**src/rtl/mrq_pkg.sv**
```systemverilog
// Shared constants, operation codes and controller/datapath interface types.
`default_nettype none

package mrq_pkg;

    localparam int NUM_PROCS  = 16;
    localparam int NUM_LEVELS = 5;

    localparam int MODE_W   = 3;
    localparam int PID_W    = 4;
    localparam int LVL_W    = 3;
    localparam int STATUS_W = 2;
    localparam int EMPTY_W  = 5;
    localparam int LINK_W   = PID_W + 1;
    localparam int STEP_W   = $clog2(NUM_PROCS);

    localparam logic [LINK_W-1:0] LINK_NULL = {1'b1, {PID_W{1'b0}}};
    localparam logic [STEP_W-1:0] STEP_LAST = STEP_W'(NUM_PROCS - 1);

    localparam logic [MODE_W-1:0] MODE_PUSH_BACK  = 3'd0;
    localparam logic [MODE_W-1:0] MODE_PUSH_FRONT = 3'd1;
    localparam logic [MODE_W-1:0] MODE_POP_HIGH   = 3'd2;
    localparam logic [MODE_W-1:0] MODE_REMOVE     = 3'd3;
    localparam logic [MODE_W-1:0] MODE_POP_LEVEL  = 3'd4;

    localparam logic [STATUS_W-1:0] ST_DONE  = 2'd0;
    localparam logic [STATUS_W-1:0] ST_EMPTY = 2'd1;
    localparam logic [STATUS_W-1:0] ST_RANGE = 2'd2;

    typedef struct packed {
        logic load;
        logic exec;
        logic walk;
        logic unlink;
    } dp_cmd_t;

    typedef struct packed {
        logic need_walk;
        logic walk_hit;
        logic walk_end;
    } dp_sts_t;

endpackage

`default_nettype wire

```
**src/rtl/mrq_ctrl.sv**
```systemverilog
// Sequencer for the ready queue: accept, execute, list walk, unlink, respond.
`default_nettype none

module mrq_ctrl (
    input  wire logic             clk,
    input  wire logic             rst_n,
    input  wire logic             start,
    input  wire mrq_pkg::dp_sts_t sts,
    output mrq_pkg::dp_cmd_t      cmd,
    output logic                  busy,
    output logic                  done
);
    import mrq_pkg::*;

    typedef enum logic [2:0] {
        S_IDLE,
        S_EXEC,
        S_WALK,
        S_UNLINK,
        S_RESP
    } state_t;

    state_t state_reg;
    state_t state_next;
    logic   busy_reg;
    logic   busy_next;
    logic   done_reg;
    logic   done_next;
    logic   accept;

    assign accept = start && !busy_reg;

    always_comb
    begin
        cmd.load   = accept;
        cmd.exec   = (state_reg == S_EXEC);
        cmd.walk   = (state_reg == S_WALK);
        cmd.unlink = (state_reg == S_UNLINK);
    end

    always_comb
    begin
        state_next = state_reg;
        unique case (state_reg)
            S_IDLE:
            begin
                if (accept)
                    state_next = S_EXEC;
            end
            S_EXEC:
            begin
                state_next = sts.need_walk ? S_WALK : S_RESP;
            end
            S_WALK:
            begin
                if (sts.walk_hit)
                    state_next = S_UNLINK;
                else if (sts.walk_end)
                    state_next = S_RESP;
            end
            S_UNLINK:
            begin
                state_next = S_RESP;
            end
            S_RESP:
            begin
                state_next = accept ? S_EXEC : S_IDLE;
            end
            default:
            begin
                state_next = S_IDLE;
            end
        endcase
        busy_next = (state_next == S_EXEC) || (state_next == S_WALK)
                 || (state_next == S_UNLINK);
        done_next = (state_next == S_RESP);
    end

    always_ff @(posedge clk or negedge rst_n)
    begin
        if (!rst_n)
        begin
            state_reg <= S_IDLE;
            busy_reg  <= 1'b0;
            done_reg  <= 1'b0;
        end
        else
        begin
            state_reg <= state_next;
            busy_reg  <= busy_next;
            done_reg  <= done_next;
        end
    end

    assign busy = busy_reg;
    assign done = done_reg;

endmodule

`default_nettype wire

```
**src/rtl/mrq_datapath.sv**
```systemverilog
// Level head/tail/occupancy registers, per-process link table and result registers.
`default_nettype none

module mrq_datapath (
    input  wire logic                            clk,
    input  wire logic                            rst_n,
    input  wire mrq_pkg::dp_cmd_t                cmd,
    output mrq_pkg::dp_sts_t                     sts,
    input  wire logic [mrq_pkg::MODE_W-1:0]      mode,
    input  wire logic [mrq_pkg::PID_W-1:0]       process_id,
    input  wire logic [mrq_pkg::LVL_W-1:0]       priority_req,
    output logic [mrq_pkg::PID_W-1:0]            taken_id,
    output logic [mrq_pkg::STATUS_W-1:0]         status,
    output logic [mrq_pkg::EMPTY_W-1:0]          empty_levels
);
    import mrq_pkg::*;

    logic [PID_W-1:0]    head_reg [NUM_LEVELS];
    logic [PID_W-1:0]    tail_reg [NUM_LEVELS];
    logic [NUM_LEVELS-1:0] ne_reg;
    logic [LINK_W-1:0]   link_reg [NUM_PROCS];

    logic [MODE_W-1:0]   mode_reg;
    logic [PID_W-1:0]    pid_reg;
    logic [LVL_W-1:0]    lvl_reg;
    logic [PID_W-1:0]    cur_reg;
    logic [STEP_W-1:0]   step_reg;
    logic [PID_W-1:0]    taken_reg;
    logic [STATUS_W-1:0] status_reg;

    logic [LVL_W-1:0]    hi_lvl;
    logic [LVL_W-1:0]    op_lvl;
    logic                lvl_ok;
    logic                op_ok;
    logic                is_push;
    logic                needs_lvl;
    logic                takes_item;
    logic                range_err;
    logic                push_ok;
    logic                do_take;
    logic                need_walk;
    logic                head_hit;
    logic [PID_W-1:0]    sel_head;
    logic [PID_W-1:0]    sel_tail;
    logic                sel_ne;
    logic [PID_W-1:0]    rd_addr;
    logic [LINK_W-1:0]   link_rd;
    logic                link_null;
    logic                walk_hit;
    logic                walk_end;

    always_comb
    begin
        hi_lvl = '0;
        for (int i = NUM_LEVELS - 1; i >= 0; i--)
        begin
            if (ne_reg[i])
                hi_lvl = LVL_W'(i);
        end

        is_push   = (mode_reg == MODE_PUSH_BACK) || (mode_reg == MODE_PUSH_FRONT);
        needs_lvl = is_push || (mode_reg == MODE_REMOVE) || (mode_reg == MODE_POP_LEVEL);
        case (mode_reg) inside
            MODE_POP_HIGH, MODE_REMOVE, MODE_POP_LEVEL: takes_item = 1'b1;
            default:                                    takes_item = 1'b0;
        endcase

        lvl_ok    = {1'b0, lvl_reg} < (LVL_W + 1)'(NUM_LEVELS);
        range_err = needs_lvl && !lvl_ok;
        push_ok   = is_push && !range_err;

        op_lvl = (mode_reg == MODE_POP_HIGH) ? hi_lvl : lvl_reg;
        op_ok  = {1'b0, op_lvl} < (LVL_W + 1)'(NUM_LEVELS);

        sel_head = '0;
        sel_tail = '0;
        sel_ne   = 1'b0;
        if (op_ok)
        begin
            sel_head = head_reg[op_lvl];
            sel_tail = tail_reg[op_lvl];
            sel_ne   = ne_reg[op_lvl];
        end

        head_hit  = (sel_head == pid_reg);
        do_take   = !range_err && sel_ne
                 && ((mode_reg == MODE_POP_HIGH) || (mode_reg == MODE_POP_LEVEL)
                     || ((mode_reg == MODE_REMOVE) && head_hit));
        need_walk = !range_err && sel_ne && (mode_reg == MODE_REMOVE) && !head_hit;

        if (cmd.unlink)
            rd_addr = pid_reg;
        else if (cmd.walk)
            rd_addr = cur_reg;
        else
            rd_addr = sel_head;
        link_rd   = link_reg[rd_addr];
        link_null = link_rd[PID_W];

        walk_hit = !link_null && (link_rd[PID_W-1:0] == pid_reg);
        walk_end = !walk_hit && (link_null || (step_reg == STEP_LAST));
    end

    always_comb
    begin
        sts.need_walk = need_walk;
        sts.walk_hit  = walk_hit;
        sts.walk_end  = walk_end;
    end

    always_ff @(posedge clk or negedge rst_n)
    begin
        if (!rst_n)
        begin
            for (int i = 0; i < NUM_LEVELS; i++)
            begin
                head_reg[i] <= '0;
                tail_reg[i] <= '0;
            end
            ne_reg <= '0;
            for (int j = 0; j < NUM_PROCS; j++)
                link_reg[j] <= LINK_NULL;
        end
        else if (cmd.exec && push_ok)
        begin
            if (!sel_ne)
            begin
                head_reg[lvl_reg] <= pid_reg;
                tail_reg[lvl_reg] <= pid_reg;
                ne_reg[lvl_reg]   <= 1'b1;
                link_reg[pid_reg] <= LINK_NULL;
            end
            else if (mode_reg == MODE_PUSH_BACK)
            begin
                link_reg[pid_reg]  <= LINK_NULL;
                link_reg[sel_tail] <= {1'b0, pid_reg};
                tail_reg[lvl_reg]  <= pid_reg;
            end
            else
            begin
                link_reg[pid_reg] <= {1'b0, sel_head};
                head_reg[lvl_reg] <= pid_reg;
            end
        end
        else if (cmd.exec && do_take)
        begin
            link_reg[sel_head] <= LINK_NULL;
            if (link_null)
            begin
                ne_reg[op_lvl]   <= 1'b0;
                head_reg[op_lvl] <= '0;
                tail_reg[op_lvl] <= '0;
            end
            else
            begin
                head_reg[op_lvl] <= link_rd[PID_W-1:0];
            end
        end
        else if (cmd.unlink)
        begin
            link_reg[cur_reg] <= link_rd;
            if (sel_tail == pid_reg)
                tail_reg[lvl_reg] <= cur_reg;
            link_reg[pid_reg] <= LINK_NULL;
        end
    end

    always_ff @(posedge clk)
    begin
        if (cmd.load)
        begin
            mode_reg <= mode;
            pid_reg  <= process_id;
            lvl_reg  <= priority_req;
        end
        if (cmd.exec)
        begin
            cur_reg   <= sel_head;
            step_reg  <= '0;
            taken_reg <= do_take ? sel_head : '0;
            if (range_err)
                status_reg <= ST_RANGE;
            else if (takes_item && !do_take)
                status_reg <= ST_EMPTY;
            else
                status_reg <= ST_DONE;
        end
        if (cmd.walk && !walk_hit)
        begin
            cur_reg  <= link_rd[PID_W-1:0];
            step_reg <= step_reg + 1'b1;
            if (walk_end)
            begin
                taken_reg  <= '0;
                status_reg <= ST_EMPTY;
            end
        end
        if (cmd.unlink)
        begin
            taken_reg  <= pid_reg;
            status_reg <= ST_DONE;
        end
    end

    always_comb
    begin
        empty_levels = '0;
        for (int i = 0; i < EMPTY_W; i++)
        begin
            if (i < NUM_LEVELS)
                empty_levels[i] = !ne_reg[i];
        end
    end

    assign taken_id = taken_reg;
    assign status   = status_reg;

endmodule

`default_nettype wire

```
**src/rtl/multilevel_ready_queue.sv**
```systemverilog
// Top level of the multilevel ready queue: controller and datapath.
//
// Usage: a command is transferred at a rising edge with start high and busy low.
// mode selects push back, push front, pop highest level, remove a process by
// walking its level's list, or pop a named level; process_id and priority_req
// give the process and the level (0 is the highest priority).
// Each command gives exactly one result on taken_id, status and empty_levels,
// marked by done for a single cycle; the receiver cannot stall it.
// Sequence: push, pop and a remove that hits the head of its level execute and
// then show done. A remove that walks the list visits one link per walk step
// (at most NUM_PROCS links) and then unlinks a match, all through the single
// read port of the link table.
// Flow: busy drops in the cycle done is high, so a new command can be
// transferred then; busy stays high while a command is in progress.
// Reset: every level empty, all links null, no result pending.
`default_nettype none

module multilevel_ready_queue (
    input  wire logic                           clk,
    input  wire logic                           rst_n,
    input  wire logic                           start,
    output logic                                busy,
    input  wire logic [mrq_pkg::MODE_W-1:0]     mode,
    input  wire logic [mrq_pkg::PID_W-1:0]      process_id,
    input  wire logic [mrq_pkg::LVL_W-1:0]      priority_req,
    output logic                                done,
    output logic [mrq_pkg::PID_W-1:0]           taken_id,
    output logic [mrq_pkg::STATUS_W-1:0]        status,
    output logic [mrq_pkg::EMPTY_W-1:0]         empty_levels
);
    import mrq_pkg::*;

    dp_cmd_t cmd;
    dp_sts_t sts;

    mrq_ctrl u_ctrl (
        .clk   (clk),
        .rst_n (rst_n),
        .start (start),
        .sts   (sts),
        .cmd   (cmd),
        .busy  (busy),
        .done  (done)
    );

    mrq_datapath u_datapath (
        .clk          (clk),
        .rst_n        (rst_n),
        .cmd          (cmd),
        .sts          (sts),
        .mode         (mode),
        .process_id   (process_id),
        .priority_req (priority_req),
        .taken_id     (taken_id),
        .status       (status),
        .empty_levels (empty_levels)
    );

endmodule

`default_nettype wire

```
**config.mk**
```make
export PLATFORM = sky130hd
export DESIGN_NAME = multilevel_ready_queue
export DESIGN_NICKNAME = d
export VERILOG_FILES = /design/src/rtl/mrq_pkg.sv /design/src/rtl/mrq_ctrl.sv /design/src/rtl/mrq_datapath.sv /design/src/rtl/multilevel_ready_queue.sv
export SDC_FILE = /design/constraint.sdc
export NUM_CORES = 1
export LEC_CHECK = 0
export BUFFER_PORTS_ARGS = -buffer_cell sky130_fd_sc_hd__buf_2
export CELL_PAD_IN_SITES_DETAIL_PLACEMENT = 1
export CELL_PAD_IN_SITES_GLOBAL_PLACEMENT = 1
export CORE_MARGIN = 1
export CORE_UTILIZATION = 54
export CTS_BUF_LIST = sky130_fd_sc_hd__clkbuf_8
export DETAILED_ROUTE_END_ITERATION = 16
export PLACE_DENSITY = 0.85
export SYNTH_ARGS = -nofsm -noshare
export SYNTH_HDL_FRONTEND = slang
export SYNTH_SLANG_ARGS = --single-unit
```
**constraint.sdc**
```tcl
create_clock -name clk -period 7.41 [get_ports clk]
set_input_delay 1.1115 -clock clk [delete_from_list [all_inputs] [get_ports clk]]
set_output_delay 1.1115 -clock clk [all_outputs]
set_load 0.1 [all_outputs]
```
==> results.toml <==
[power_and_ir_drop]
ir_worst_vdd_mv = 0.1784
powerDensity_nw_per_um2 = 250.2
p_leak_nw = 4.877

[worst_setup_path]
crit_fanout = 21
critPathRequiredTime_ps = 7810
start_kind = "flip-flop"
critical_path_class = "flip-flop to flip-flop"
crit_path_end_kind = "flip-flop"
r2r_cells = 13
arrival_ps = 6430

[sta]
post-route-min-period_ps = 6027
whs_ps = 509.5
slew-limit-headroom_pct = 8.838
hold_violations = 0
fin_crit_sh_pct = 81.34
final_max_slew_viol_count = 0
final.setup.tns_ps = 0
fin_skew_ps = 25.22
fmax_ghz = 0.1659
rsz0062_at_grt = "no"
setup_viol = 0
worst_pin_slew_ps = 1350

[cts]
htreeDepth = 4
clockBufferDepth = 2
post_cts_resized = 0
cts_buffers = 17
cts_num_sinks = 154
tritoncts = "done"
cts-root-buf = "clkbuf_8"
clk-insertion-delay-late_ps = 510
ctsHoldBuffers = 0
clkTransAtPathRegs_ps = 110
post_cts_buffers = 0

[floorplan]
dieWidth_um = 153.3
pin_count = 26
row_count = 54
initial_core_util_pct = 55.91
die_height_um = 153.3
coreArea_um2 = 22090
die_area_um2 = 23490

[cells_and_area]
final_area_um2 = 13150
regArea_um2 = 3934
num-nets-final = 1534
utilization_pct = 59.53
num_antenna_cells = 0
layout_commonest_cell = "nand2_1"
drive_gt1_share_pct = 11.35
final_cell_mix = "191 x nand2_1, 153 x a21oi_1, 120 x nor2_1"
syn_to_final_growth_pct = 6.462
largest_register_ffs = 80
fillers = 2725
multi_input_area_um2 = 7971

[synth]
syn_area_um2 = 12350
ys_types = 92
ys_seq_elements = 154
yosysSeqAreaShare_pct = 31.84
syn_nets = 1552
async_flop_share_pct = 84.42
synthCells = 1538
yosysWarningCount = 0
synthFlopType = "dfrtp_1"
syn_avg_cell_area_um2 = 8.032
synth_edf_count = 18

[detailed_routing]
routed_wl_um = 57710
wl_met3_um = 8782
highest_layer = "met4"
drt_first_pass_iters = 5
drtIter0Drc = 2094
wl_met2_um = 23990
vias = 14300
ant_nets = 0
vias_per_cell = 7.890
wl_per_cell_um = 31.83
drc = 0
m1WireLength_um = 21690

[global_routing]
grt_overflow = 0
antenna_found_initial = 0
grt_first_pass_wirelength_um = 87770
grt_usage_pct = 49.46
grt_max_degree = 67
grt_pass1_vias = 14370

[worst_hold_path]
min_path_cells = 1
hp-class = "flip-flop to flip-flop"

[place]
hpwl_um = 39020
placed_area_um2 = 12720
io_buffers = 25
routabilityCongestion = 1.107

[status]
status = "complete, no violations"

[job]
drv_cap = 0
area by class of cell:
class | instances | share of cell area, %
Multi-Input combinational cell | 1270 | 60.61
Sequential cell | 154 | 29.91
Timing Repair Buffer | 62 | 3.111
Tap cell | 280 | 2.664
Clock buffer | 17 | 1.779
Clock inverter | 15 | 1.494
Inverter | 15 | 0.4281
worst max-delay path: stages (launching register included):
cell and delay (ps):
edfxtp_1 540, or3b_1 720, and2_1 310, nor2_1 670, o21ai_1 300, nand2_1 150, buf_4 360, a21oi_1 260
or3_1 490, a311oi_4 830, buf_4 450, nand2b_1 260, o21ai_0 210, o21ai_0 340
synthesized netlist by cell type (7+ instances only):
| cell type | instances | area share [%] |
|---|---|---|
| o21bai_1 | 10 | 0.61 |
| a31oi_1 | 15 | 0.76 |
| o31ai_1 | 7 | 0.43 |
| nand4b_1 | 7 | 0.50 |
| o311ai_0 | 15 | 1.1 |
| buf_2 | 23 | 0.93 |
| dfstp_2 | 16 | 3.4 |
| or3_1 | 14 | 0.71 |
| o21ai_0 | 109 | 4.4 |
| inv_1 | 14 | 0.43 |
| nand4_1 | 18 | 0.91 |
| a21o_1 | 14 | 0.85 |
| clkbuf_1 | 63 | 1.9 |
| xnor2_1 | 11 | 0.78 |
| a22oi_1 | 42 | 2.6 |
| mux2i_1 | 63 | 5.1 |
| a221oi_1 | 8 | 0.57 |
| edfxtp_1 | 18 | 4.4 |
| o22a_1 | 7 | 0.50 |
| a221o_1 | 12 | 0.97 |
| nor2b_1 | 14 | 0.71 |
| and3_1 | 12 | 0.61 |
| o22ai_1 | 25 | 1.3 |
| o32ai_1 | 9 | 0.64 |
| o2bb2ai_1 | 9 | 0.64 |
| nor4_1 | 24 | 1.2 |
| nand3_1 | 49 | 2.0 |
| a22o_1 | 43 | 3.0 |
| a211o_1 | 16 | 1.1 |
| and2_1 | 14 | 0.71 |
| a211oi_1 | 17 | 1.0 |
| o211ai_1 | 12 | 0.73 |
| a21oi_1 | 153 | 6.2 |
| buf_4 | 8 | 0.49 |
| nor2_1 | 121 | 3.7 |
| nand2_1 | 192 | 5.8 |
| o21ai_1 | 21 | 0.85 |
| o21a_1 | 8 | 0.49 |
| nor3_1 | 56 | 2.3 |
| dfrtp_1 | 114 | 23 |
| mux2_2 | 15 | 1.4 |
| o311ai_1 | 7 | 0.50 |
| nand2b_1 | 13 | 0.66 |
layer usage:
| layer | GRT usage (%) | up-vias |
|---|---|---|
| met2 | 71.82 | 1147 |
| li1 | - | 5888 |
| met4 | 26.70 | 0 |
| met3 | 19.31 | 307 |
| met5 | 0 | - |
| met1 | 62.91 | 6962 |
final timing paths:
| kind | start | end | slack [ps] |
|---|---|---|---|
| setup / recovery | u_datapath.mode_reg[0]$_DFFE_PP_ | u_datapath.head_reg[1]$_DFFE_PN0P_ | 1380 |
| hold / removal | u_datapath.tail_reg[12]$_DFFE_PN0P_ | u_datapath.tail_reg[12]$_DFFE_PN0P_ | 510 |
| setup reg to reg | u_datapath.mode_reg[0]$_DFFE_PP_ | u_datapath.head_reg[1]$_DFFE_PN0P_ | 1380 |
| hold reg to reg | u_datapath.tail_reg[12]$_DFFE_PN0P_ | u_datapath.tail_reg[12]$_DFFE_PN0P_ | 510 |
| max in group asynchronous | rst_n | u_datapath.link_reg[46]$_DFFE_PN0P_ | 5390 |
| min in group asynchronous | rst_n | u_datapath.tail_reg[12]$_DFFE_PN0P_ | 610 |
report_power, final:
part | total, mW | switching (mW) | internal (mW) | leakage [nW]
Clock | 0.724 | 0.435 | 0.289 | 0.205
Sequential | 1.21 | 0.205 | 1.01 | 1.96
Combinational | 1.35 | 0.957 | 0.397 | 2.72
Total | 3.29 | 1.60 | 1.69 | 4.88
logic make-up after synthesis:
kind of cell               Yosys count  synth area share (%)
AOI/OAI and AO/OA                  613                 34.32
xor gates and xnor gates            12                0.8508
adders and majority gates            1                0.1013
buffers and inverters              114                 4.122
DFF                                154                 31.84
muxes                               83                 7.080
and+or+nand+nor                    561                 21.69
per-stage QoR:
| stage | setup slack [ps] | std cells | power [mW] |
|---|---|---|---|
| after CTS | 1560 | 1813 | 3.202 |
| after floorplan | 3283 | 1538 | 2.038 |
| after global placement | 1920 | 1781 | 2.446 |
| final | 1383 | 1813 | 3.291 |
| after global routing | 1101 | 1813 | 3.369 |
| after detailed placement | 1628 | 1781 | 2.491 |
Note: power is estimated with default switching activity, not from simulation.
